[config.mk]
export PLATFORM = sky130hd
export DESIGN_NAME = ghre_ctrl
export DESIGN_NICKNAME = d
export VERILOG_FILES = /design/src/ghre_pkg.sv /design/src/ghre_ctrl.sv
export SDC_FILE = /design/constraint.sdc
export NUM_CORES = 1
export LEC_CHECK = 0
export BUFFER_PORTS_ARGS = -buffer_cell sky130_fd_sc_hd__buf_2
export CAP_MARGIN = 20
export CORE_AREA = 2 2 39 41
export CTS_BUF_LIST = sky130_fd_sc_hd__clkbuf_2 sky130_fd_sc_hd__clkbuf_4 sky130_fd_sc_hd__clkbuf_8
export CTS_CLUSTER_DIAMETER = 60
export DETAILED_ROUTE_END_ITERATION = 12
export DIE_AREA = 0 0 41 43
export HOLD_SLACK_MARGIN = 0.06
export PLACE_DENSITY = 0.64
export SLEW_MARGIN = 10
export SYNTH_ARGS = -nofsm -noshare
export SYNTH_HDL_FRONTEND = slang
export SYNTH_SLANG_ARGS = --single-unit
[constraint.sdc]
create_clock -name clock -period 1.9 [get_ports clock]
set_input_delay 0.285 -clock clock [delete_from_list [all_inputs] [get_ports clock]]
set_output_delay 0.285 -clock clock [all_outputs]
set_load 0.005 [all_outputs]
[src/ghre_pkg.sv]
// Shared types and constants for the grid histogram range estimate unit.
// Depends on nothing; used by every module of the block but ghre_div.
package ghre_pkg;

   // Item kinds carried in req_tuser
   localparam logic [1:0] OP_LOAD_COL  = 2'd0;
   localparam logic [1:0] OP_LOAD_ROW  = 2'd1;
   localparam logic [1:0] OP_LOAD_CELL = 2'd2;
   localparam logic [1:0] OP_QUERY     = 2'd3;

   // Register indexes on the csr port
   localparam logic CSR_COLS_IN_USE = 1'b0;
   localparam logic CSR_ROWS_IN_USE = 1'b1;

   localparam int CFG_W   = 9;
   localparam int COORD_W = 32;
   localparam int COUNT_W = 32;

   // 0.00001 in Q32.32, added before truncation
   localparam logic [63:0] EPS_Q32 = 64'd42950;

   // Controller to datapath commands
   typedef struct packed {
      logic start_query;
      logic scan;
      logic clamp;
      logic col_rd;
      logic cell_rd;
      logic div_start;
      logic mul_frac;
      logic mul_add;
      logic accum;
      logic next_cell;
      logic next_col;
      logic finish;
   } cmd_type;

   // Datapath to controller status
   typedef struct packed {
      logic scan_done;
      logic span_empty;
      logic col_ok;
      logic cell_use;
      logic div_busy;
      logic last_y;
      logic last_x;
      logic out_free;
   } status_type;

endpackage

[src/ghre_ctrl.sv]
// Controller state machine: sequences scan, clamp, cell walk and result.
// Depends on ghre_pkg.
module ghre_ctrl (
   input  logic                 clock,
   input  logic                 reset,
   input  logic                 req_tvalid,
   input  logic [1:0]           req_op,
   output logic                 req_tready,
   input  ghre_pkg::status_type status,
   output ghre_pkg::cmd_type    cmd
);

   localparam logic [3:0] S_IDLE  = 4'd0;
   localparam logic [3:0] S_SCAN  = 4'd1;
   localparam logic [3:0] S_CLAMP = 4'd2;
   localparam logic [3:0] S_COL   = 4'd3;
   localparam logic [3:0] S_COLW  = 4'd4;
   localparam logic [3:0] S_CELL  = 4'd5;
   localparam logic [3:0] S_CELLW = 4'd6;
   localparam logic [3:0] S_DIV   = 4'd7;
   localparam logic [3:0] S_DIVW  = 4'd8;
   localparam logic [3:0] S_MULF  = 4'd9;
   localparam logic [3:0] S_MULA  = 4'd10;
   localparam logic [3:0] S_ACC   = 4'd11;
   localparam logic [3:0] S_NEXT  = 4'd12;
   localparam logic [3:0] S_FIN   = 4'd13;

   logic [3:0] state_ff, state_in;

   // next state and commands
   always_comb begin
      state_in   = state_ff;
      cmd        = '0;
      req_tready = 1'b0;
      unique case (state_ff)
         S_IDLE: begin
            req_tready = 1'b1;
            if (req_tvalid && (req_op == ghre_pkg::OP_QUERY)) begin
               cmd.start_query = 1'b1;
               state_in        = S_SCAN;
            end
         end
         S_SCAN: begin
            cmd.scan = 1'b1;
            if (status.scan_done) state_in = S_CLAMP;
         end
         S_CLAMP: begin
            cmd.clamp = 1'b1;
            state_in  = status.span_empty ? S_FIN : S_COL;
         end
         S_COL: begin
            cmd.col_rd = 1'b1;
            state_in   = S_COLW;
         end
         S_COLW: begin
            if (status.col_ok) begin
               state_in = S_CELL;
            end else if (status.last_x) begin
               state_in = S_FIN;
            end else begin
               cmd.next_col = 1'b1;
               state_in     = S_COL;
            end
         end
         S_CELL: begin
            cmd.cell_rd = 1'b1;
            state_in    = S_CELLW;
         end
         S_CELLW: begin
            state_in = status.cell_use ? S_DIV : S_NEXT;
         end
         S_DIV: begin
            cmd.div_start = 1'b1;
            state_in      = S_DIVW;
         end
         S_DIVW: begin
            if (!status.div_busy) state_in = S_MULF;
         end
         S_MULF: begin
            cmd.mul_frac = 1'b1;
            state_in     = S_MULA;
         end
         S_MULA: begin
            cmd.mul_add = 1'b1;
            state_in    = S_ACC;
         end
         S_ACC: begin
            cmd.accum = 1'b1;
            state_in  = S_NEXT;
         end
         S_NEXT: begin
            if (!status.last_y) begin
               cmd.next_cell = 1'b1;
               state_in      = S_CELL;
            end else if (!status.last_x) begin
               cmd.next_col = 1'b1;
               state_in     = S_COL;
            end else begin
               state_in = S_FIN;
            end
         end
         S_FIN: begin
            if (status.out_free) begin
               cmd.finish = 1'b1;
               state_in   = S_IDLE;
            end
         end
         default: begin
            state_in = S_IDLE;
         end
      endcase
   end

   always_ff @(posedge clock) begin
      if (reset) begin
         state_ff <= S_IDLE;
      end else begin
         state_ff <= state_in;
      end
   end

endmodule

==> impl_metrics.json, run 1 <==
{
  "outcome": "finished clean",
  "final_antenna_net_count": 0,
  "top_regs": "state_ff (4)",
  "synth.avg_cell_area_sq_um": 6.80,
  "worstSetupPathType": "reg2out",
  "dpl.hpwl_um": 1060,
  "clock_latency_ns": 0.23,
  "synthToLayoutAreaGrowth_pct": 34.2,
  "path_clk_slew_ns": 0.03,
  "synth_most_common_cell": "nor2_1",
  "cts_made_buffers": 3,
  "regMostFlops": "state_ff",
  "antenna_found_initial": 0,
  "die-area_sq_mm": 0.00176,
  "crit_slowest_cell": "or3b_4",
  "synth_flop_cell": "dfxtp_1",
  "die_width_um": 41,
  "synth_top_family_by_area": "simple AND/OR/NAND/NOR gates",
  "grt_usage_pct": 17.3,
  "dp_slack_ns": 0.302,
  "clk_path_buf_depth": 2,
  "clock_skew_ns": 0.00351,
  "n_antenna_cell": 0,
  "fmax_mhz": 561,
  "yosys.area_share.adder_pct": 0,
  "synth_area_leaders": "dfxtp_1, nor2_1, nand2b_1",
  "tightest_slew_ns": 0.419,
  "drtIter0Drc": 12,
  "num_rows": 14,
  "min_path_type": "in2reg",
  "routedWlPerCell_um": 12.1,
  "synth_top_area_cell": "dfxtp_1",
  "vias_per_cell": 5.62,
  "fin_ws_ns": 0.117,
  "wl_um": 1370,
  "cp.arrival_ns": 1.50,
  "core_area_sq_mm": 0.00138,
  "leakage_nw": 0.290,
  "gp_congestion": 0.871,
  "grt_max_degree": 16,
  "num_vias": 635,
  "synth_seq_area_share_pct": 16.6,
  "finalSetupViolCount": 0,
  "start_util_pct": 34.9,
  "synth-compound-area-share_pct": 25.4,
  "cp-end-kind": "output pin",
  "htreeDepth": 1,
  "cts_tree": "yes",
  "synth.ff_latch_count": 4,
  "yosys-top-cells-count": "nor2_1, nand2_1, nor3_1",
  "r2r_setup_slack_ns": 0.29,
  "relSlewSlack_pct": 72.0,
  "io_pins": 26,
  "timing.rr.start": "state_ff[3]$_SDFFE_PP0P_",
  "drive_above_1_share_pct": 37.1,
  "hold_path_depth": 2,
  "synthDominantCellAreaShare_pct": 16.6,
  "cap_violations": 0,
  "worstPathRequired_ns": 1.62,
  "largest_reg_flops": 4,
  "yosysWarningCount": 0,
  "worstHoldStart": "reset",
  "post_cts_buffers": 0,
  "netlist_area_sq_um": 483,
  "firstDrtPassIters": 4,
  "synthArstFlopShare_pct": 0,
  "slew_violations": 0,
  "vdd_drop_max_uv": 468,
  "worstRegToRegCells": 4,
  "muxShareOfSynthArea_pct": 0,
  "place.port_buffers": 25,
  "rsz0062_at_grt": "no",
  "finalSetupTns_ns": 0,
  "synth_cell_types": 27,
  "period_share_pct": 93.9,
  "syn_nets": 84,
  "die_h_um": 43,
  "grt_pass1_wl_um": 2100,
  "cts.sinks": 4,
  "synthCells": 71,
  "grt_pass1_vias": 516,
  "p_per_area_mw_per_mm2": 797,
  "slowest_delay_ns": 0.46,
  "synth-simple-area-share_pct": 51.0,
  "worstPathMaxFanout": 9,
  "final-hold-violation-count": 0,
  "root_buffer": "clkbuf_4",
  "nets": 112,
  "timing.rr.end": "state_ff[0]$_SDFFE_PP0P_",
  "synth_xor_area_share_pct": 0,
  "period_minus_slack_ns": 1.78,
  "path_cells": "or3b_4 -> nor4_4 -> buf_2",
  "route.detailed.drc": 0,
  "synth_edf_count": 0,
  "start_kind": "register",
  "grt-ovfl-total": 0,
  "holdPathEnd": "state_ff[3]$_SDFFE_PP0P_"
}
-- through the flow --
stage | instance area [sq um] | cells | hold slack, ns | power (mW) | utilization (%)
2_1_floorplan | 483 | 71 | 0.354 | 0.331 | -
3_3_place_gp | 624 | 110 | 0.514 | 0.410 | 45.1
3_5_place_dp | 624 | 110 | 0.523 | 0.414 | 45.1
4_1_cts | 647 | 113 | 0.279 | 0.522 | 46.7
5_1_grt | 648 | 113 | 0.298 | 0.568 | 46.8
6_report | 648 | 113 | 0.288 | 0.517 | 46.8
-- cells in the final DEF (no fill, tap or decap) --
| cell | n |
|---|---|
| a211o_1 | 1 |
| a21boi_0 | 1 |
| a21oi_1 | 1 |
| a222oi_1 | 1 |
| a31oi_1 | 3 |
| a32o_1 | 1 |
| and3_1 | 1 |
| and3b_1 | 1 |
| buf_2 | 25 |
| buf_4 | 2 |
| clkbuf_4 | 3 |
| dfxtp_1 | 3 |
| dfxtp_2 | 1 |
| inv_1 | 4 |
| nand2_1 | 6 |
| nand2b_1 | 5 |
| nor2_1 | 10 |
| nor2b_1 | 5 |
| nor3_1 | 6 |
| nor3b_1 | 3 |
| nor4_4 | 1 |
| o21ai_0 | 4 |
| o22a_1 | 1 |
| o2bb2ai_1 | 1 |
| o31ai_1 | 2 |
| o32a_1 | 1 |
| or2_2 | 2 |
| or3b_4 | 1 |
| or4_4 | 1 |
-- logic make-up after synthesis --
| kind of cell | Yosys count |
|---|---|
| buffers and inverters | 8 |
| flip-flops | 4 |
| AND/OR/NAND/NOR | 42 |
| AO/OA/AOI/OAI | 17 |
-- what timing repair did --
action                                 CTS  global route
resized for setup                        0             1
endpoints found under the hold margin    0             0
setup endpoints to repair                0             1
hold buffers                             0             0
-- where the power goes --
| group | switching (mW) | leakage (nW) | internal, mW |
|---|---|---|---|
| combinational | 0.134 | 0.243 | 0.138 |
| sequential | 0.0397 | 0.0328 | 0.102 |
| clock | 0.0321 | 0.0138 | 0.0704 |
-- worst max path at each step --
stage	from	cells after the start	end	slack, ns
floorplan	state_ff[1]$_SDFFE_PP0P_	4	state_ff[0]$_SDFFE_PP0P_	0.43
global placement	state_ff[3]$_SDFFE_PP0P_	4	state_ff[0]$_SDFFE_PP0P_	0.32
finish	state_ff[1]$_SDFFE_PP0P_	3	cmd[1]	0.12
detailed placement	state_ff[0]$_SDFFE_PP0P_	4	state_ff[0]$_SDFFE_PP0P_	0.30
CTS	state_ff[0]$_SDFFE_PP0P_	3	cmd[1]	0.05
global route	state_ff[1]$_SDFFE_PP0P_	3	cmd[1]	0.04
-- layer usage --
layer  vias to the layer above  track usage [%]  share of wire [%]
met2                        27             29.1                 48
li1                        309                -                  -
met3                         0             4.71                8.9
met1                       299             20.6                 43
met5                         -                0                  0
met4                         0             4.00                  0
-- layout make-up --
cell class	count	area [sq um]
Multi-Input combinational cell	59	369
Sequential cell	4	81.3
Clock buffer	3	22.5
Fill cell	149	736
Inverter	4	15.0
Tap cell	16	20.0
Timing Repair Buffer	27	140
-- worst max-delay path: cells and delay by family, from the launching register on --
kind | cells | cell delay (ns)
buf+inv | 1 | 0.15
simple gates | 2 | 0.73
flops | 1 | 0.38
Power figures use the tool's default switching activity.
==> run 2, diff against run 1 <==
CAP_MARGIN = unset   (was 20)
clock period = 1.65 ns   (was 1.9 ns; I/O delays follow)
==> impl_metrics.json, run 2 (same netlist as run 1, synthesis figures left out) <==
{
  "outcome": "finished clean",
  "fmax_mhz": 610,
  "period_share_pct": 99.3,
  "final-hold-violation-count": 0,
  "die-area_sq_mm": 0.00176,
  "htreeDepth": 1,
  "vias_per_cell": 5.12,
  "grt_pass1_vias": 531,
  "grt_usage_pct": 17.1,
  "die_h_um": 43,
  "regMostFlops": "state_ff",
  "worstPathMaxFanout": 4,
  "instances_no_fill": 121,
  "leakage_nw": 0.329,
  "wl_um": 1420,
  "final_antenna_net_count": 0,
  "drive_above_1_share_pct": 43.8,
  "cap_violations": 0,
  "cts.sinks": 4,
  "vdd_drop_max_uv": 670,
  "clkPwrFrac_pct": 19.4,
  "p_comb_share_pct": 58.7,
  "dpl.hpwl_um": 1110,
  "dpl-instance-area_sq_um": 669,
  "relSlewSlack_pct": 76.6,
  "cts_tree": "yes",
  "place.port_buffers": 25,
  "grt-ovfl-total": 0,
  "dp_slack_ns": 0.131,
  "antenna_found_initial": 0,
  "power_mw": 0.635,
  "swShare_pct": 39.4,
  "p_per_area_mw_per_mm2": 893,
  "clock_latency_ns": 0.24,
  "period_minus_slack_ns": 1.64,
  "largest_reg_flops": 4,
  "firstDrtPassIters": 4,
  "gp_congestion": 0.750,
  "worstPathRequired_ns": 1.40,
  "top_regs": "state_ff (4)",
  "cp-end-kind": "output pin",
  "slew_violations": 0,
  "grt_pass1_wl_um": 2100,
  "final_cell_mix": "buf_2, nor2_1, buf_4",
  "p_int_mw": 0.384,
  "path_clk_slew_ns": 0.04,
  "route.detailed.drc": 0,
  "min_path_type": "in2reg",
  "design_area_sq_um": 711,
  "worstSetupPathType": "reg2out",
  "die_width_um": 41,
  "tightest_slew_ns": 0.347,
  "rsz0062_at_grt": "yes",
  "routedWlPerCell_um": 11.7,
  "start_util_pct": 34.9,
  "hold_buffers": 0,
  "clk_path_buf_depth": 2,
  "root_buffer": "clkbuf_4",
  "clock_skew_ns": 0.00752,
  "finalSetupTns_ns": 0,
  "seq_power_share_pct": 21.9,
  "cp.arrival_ns": 1.39,
  "cts_made_buffers": 3,
  "final_common_cell": "buf_2",
  "finalSetupViolCount": 0,
  "num_rows": 14,
  "num_vias": 620,
  "synthToLayoutAreaGrowth_pct": 47.2,
  "core_area_sq_mm": 0.00138,
  "nets": 120,
  "switchingPower_mw": 0.250,
  "io_pins": 26,
  "fin_ws_ns": 0.0111,
  "drtIter0Drc": 9,
  "dp.cells": 116,
  "n_antenna_cell": 0,
  "start_kind": "register",
  "grt_max_degree": 16
}
[run 2: changes by cell type in the layout (fill, tap and decap cells not counted)]
cell     previous run  this run
dfxtp_1             3         1
dfxtp_2             1         3
buf_4               2        10
[run 2: area by class of cell]
type | count | area [sq um]
flip-flops and latches | 4 | 83.8
clock buffers | 3 | 22.5
well taps | 16 | 20.0
multi-input cells | 59 | 369
fillers | 147 | 673
inverters | 4 | 15.0
repair buffers | 35 | 200
[run 2: critical path, cell delays in order, from the launching register on]
cell and delay, ns:
dfxtp_2 0.33, or3b_4 0.41, nor4_4 0.25, buf_2 0.16
[run 2: stage by stage]
stage	utilization, %	hold WS, ns
2_1_floorplan	-	0.317
3_3_place_gp	48.4	0.479
3_5_place_dp	48.4	0.472
4_1_cts	51.3	0.218
5_1_grt	51.4	0.239
6_report	51.4	0.223
[run 2: power groups by stage]
stage	Clock, mW	Sequential (mW)	Combinational, mW
finish	0.123	0.139	0.373
global route	0.134	0.142	0.411
CTS	0.127	0.139	0.370
detailed placement	0	0.138	0.365
global placement	0	0.136	0.363
floorplan	0	0.133	0.248
[run 2: worst paths after layout]
| path | startpoint | to | cells after the start | slack (ns) |
|---|---|---|---|---|
| worst max-delay path | state_ff[0]$_SDFFE_PP0P_ | cmd[1] | 3 | 0.01 |
| worst min-delay path | reset | state_ff[2]$_SDFFE_PP0P_ | 2 | 0.22 |
| worst max register to register | state_ff[1]$_SDFFE_PP0P_ | state_ff[0]$_SDFFE_PP0P_ | 4 | 0.12 |
| worst min register to register | state_ff[3]$_SDFFE_PP0P_ | state_ff[3]$_SDFFE_PP0P_ | 2 | 0.65 |
[run 2: layer usage]
layer	track usage, %	share of wire [%]	vias to the layer above
met4	2.00	0	0
li1	-	-	321
met3	6.28	6.9	0
met1	20.6	44	281
met2	28.4	49	18
met5	0	0	-
[run 2: timing repair]
item / 4_1_cts / 5_1_grt
pin swaps: 2 / 0
setup buffers: 2 / 0
setup endpoints to repair: 1 / 3
resized for setup: 2 / 1
==> run 3, diff against run 2 <==
ABC_AREA = 1   (was unset)
PLACE_DENSITY = 0.67   (was 0.64)
==> impl_metrics.json, run 3 <==
{
  "die-area_sq_mm": 0.00176,
  "synth_top_area_cell": "nand2_1",
  "startpoint": "state_ff[3]$_SDFFE_PP0P_",
  "num_rows": 14,
  "htreeDepth": 1,
  "synth_flop_cell": "dfxtp_1",
  "nets": 145,
  "cap_violations": 0,
  "start_util_pct": 37.2,
  "cts.sinks": 4,
  "final_common_cell": "nand2_1",
  "route.detailed.drc": 0,
  "num_vias": 674,
  "rsz0062_at_grt": "no",
  "gp_congestion": 0.845,
  "slew_violations": 0,
  "antenna_found_initial": 0,
  "clock_latency_ns": 0.24,
  "drtIter0Drc": 9,
  "worstSetupPathType": "reg2out",
  "cp-end-kind": "output pin",
  "largest_reg_flops": 4,
  "die_h_um": 43,
  "synthDominantCellAreaShare_pct": 21.9,
  "worstPathMaxFanout": 6,
  "fmax_mhz": 652,
  "core_area_sq_mm": 0.00138,
  "cp.arrival_ns": 1.29,
  "synth_area_leaders": "nand2_1, dfxtp_1, inv_1",
  "crit_path_end": "cmd[1]",
  "top_regs": "state_ff (4)",
  "period_minus_slack_ns": 1.53,
  "grt_pass1_vias": 627,
  "clk_path_buf_depth": 2,
  "final-hold-violation-count": 0,
  "design_area_sq_um": 676,
  "dpl.hpwl_um": 1190,
  "start_kind": "register",
  "synth_edf_count": 0,
  "synth_seq_area_share_pct": 15.6,
  "synth_cell_types": 15,
  "clock_skew_ns": 0.00788,
  "synthArstFlopShare_pct": 0,
  "grt_max_degree": 9,
  "p_per_area_mw_per_mm2": 893,
  "place.port_buffers": 25,
  "synthToLayoutAreaGrowth_pct": 31.4,
  "leakage_nw": 0.446,
  "r2r_setup_slack_ns": 0.34,
  "synth.ff_latch_count": 4,
  "relSlewSlack_pct": 80.6,
  "grt-ovfl-total": 0,
  "outcome": "finished clean",
  "syn_nets": 116,
  "cts_made_buffers": 3,
  "synth_most_common_cell": "nand2_1",
  "instances_no_fill": 146,
  "timing.rr.start": "state_ff[3]$_SDFFE_PP0P_",
  "finalSetupViolCount": 0,
  "vias_per_cell": 4.62,
  "cts_tree": "yes",
  "n_antenna_cell": 0,
  "routedWlPerCell_um": 9.47,
  "wl_um": 1380,
  "io_pins": 26,
  "netlist_area_sq_um": 514,
  "worstPathRequired_ns": 1.40,
  "timing.rr.end": "state_ff[0]$_SDFFE_PP0P_",
  "vdd_drop_max_uv": 636,
  "tightest_slew_ns": 0.290,
  "path_clk_slew_ns": 0.04,
  "yosys-top-cells-count": "nand2_1, inv_1, nor2_1",
  "dp.cells": 143,
  "synth.avg_cell_area_sq_um": 4.99,
  "min_path_type": "in2reg",
  "firstDrtPassIters": 4,
  "yosysWarningCount": 0,
  "grt_pass1_wl_um": 2330,
  "dpl-instance-area_sq_um": 652,
  "finalSetupTns_ns": 0,
  "die_width_um": 41,
  "drive_above_1_share_pct": 31.5,
  "synthCells": 103,
  "final_antenna_net_count": 0,
  "period_share_pct": 93.0,
  "grt_usage_pct": 19.1,
  "final_cell_mix": "nand2_1, buf_2, inv_1",
  "root_buffer": "clkbuf_4",
  "regMostFlops": "state_ff",
  "worstRegToRegCells": 7
}
run 3: timing repair:
action                                  CTS  global route
hold buffers                              0             0
gates resized for setup                   0             1
hold endpoints to repair                  0             0
endpoints found under the setup margin    0             1
setup buffers                             0             0
run 3: per-stage QoR:
stage                     setup slack (ns)  utilization (%)  total power [mW]  hold WS [ns]
final                                0.116             48.8             0.604         0.219
after global routing                0.0139             48.8             0.668         0.223
after CTS                            0.101             48.7             0.608         0.216
after detailed placement             0.284             47.1             0.481         0.466
after global placement               0.314             47.1             0.480         0.459
after floorplan                      0.534                -             0.394         0.310
run 3: area by class of cell:
cell class | instances | area [sq um]
clock buffer | 3 | 22.5
fill | 164 | 708
inverter | 22 | 82.6
multi-input combinational | 76 | 344
sequential | 4 | 81.3
tap | 16 | 20.0
timing repair buffer | 25 | 125
run 3: cells by family after synthesis:
group                  after synthesis  synth area share (%)
buffers and inverters               23                  17.5
flip-flops                           4                  15.6
AND/OR/NAND/NOR                     67                  57.4
AO/OA/AOI/OAI                        9                  9.49
run 3: power breakdown:
group	switching, mW	leakage, nW	internal (mW)
Sequential	0.0427	0.0328	0.119
Clock	0.0405	0.0138	0.0814
Combinational	0.199	0.399	0.121
Total	0.282	0.446	0.321
run 3: worst min-delay path by stage:
stage	from	endpoint	slack (ns)	cells past startpoint
6_report	reset	state_ff[3]$_SDFFE_PP0P_	0.22	2
5_1_grt	reset	state_ff[0]$_SDFFE_PP0P_	0.22	2
4_1_cts	reset	state_ff[3]$_SDFFE_PP0P_	0.22	2
3_5_place_dp	reset	state_ff[3]$_SDFFE_PP0P_	0.47	2
3_3_place_gp	reset	state_ff[3]$_SDFFE_PP0P_	0.46	2
2_1_floorplan	reset	state_ff[3]$_SDFFE_PP0P_	0.31	1
run 3: worst max-delay path: stages (launching register included):
cell and delay, ns:
dfxtp_1 0.44, nand2_1 0.15, nor2_1 0.17, nand3_1 0.12, nand2_1 0.07, buf_2 0.10
run 3: metal layers:
layer  global-route usage [%]  vias up  routed length (um)
met1                     22.2      291                 632
li1                         -      371                   -
met4                     8.00        0                   0
met3                     3.14        0                  45
met2                     32.2       12                 704
met5                        0        -                   0
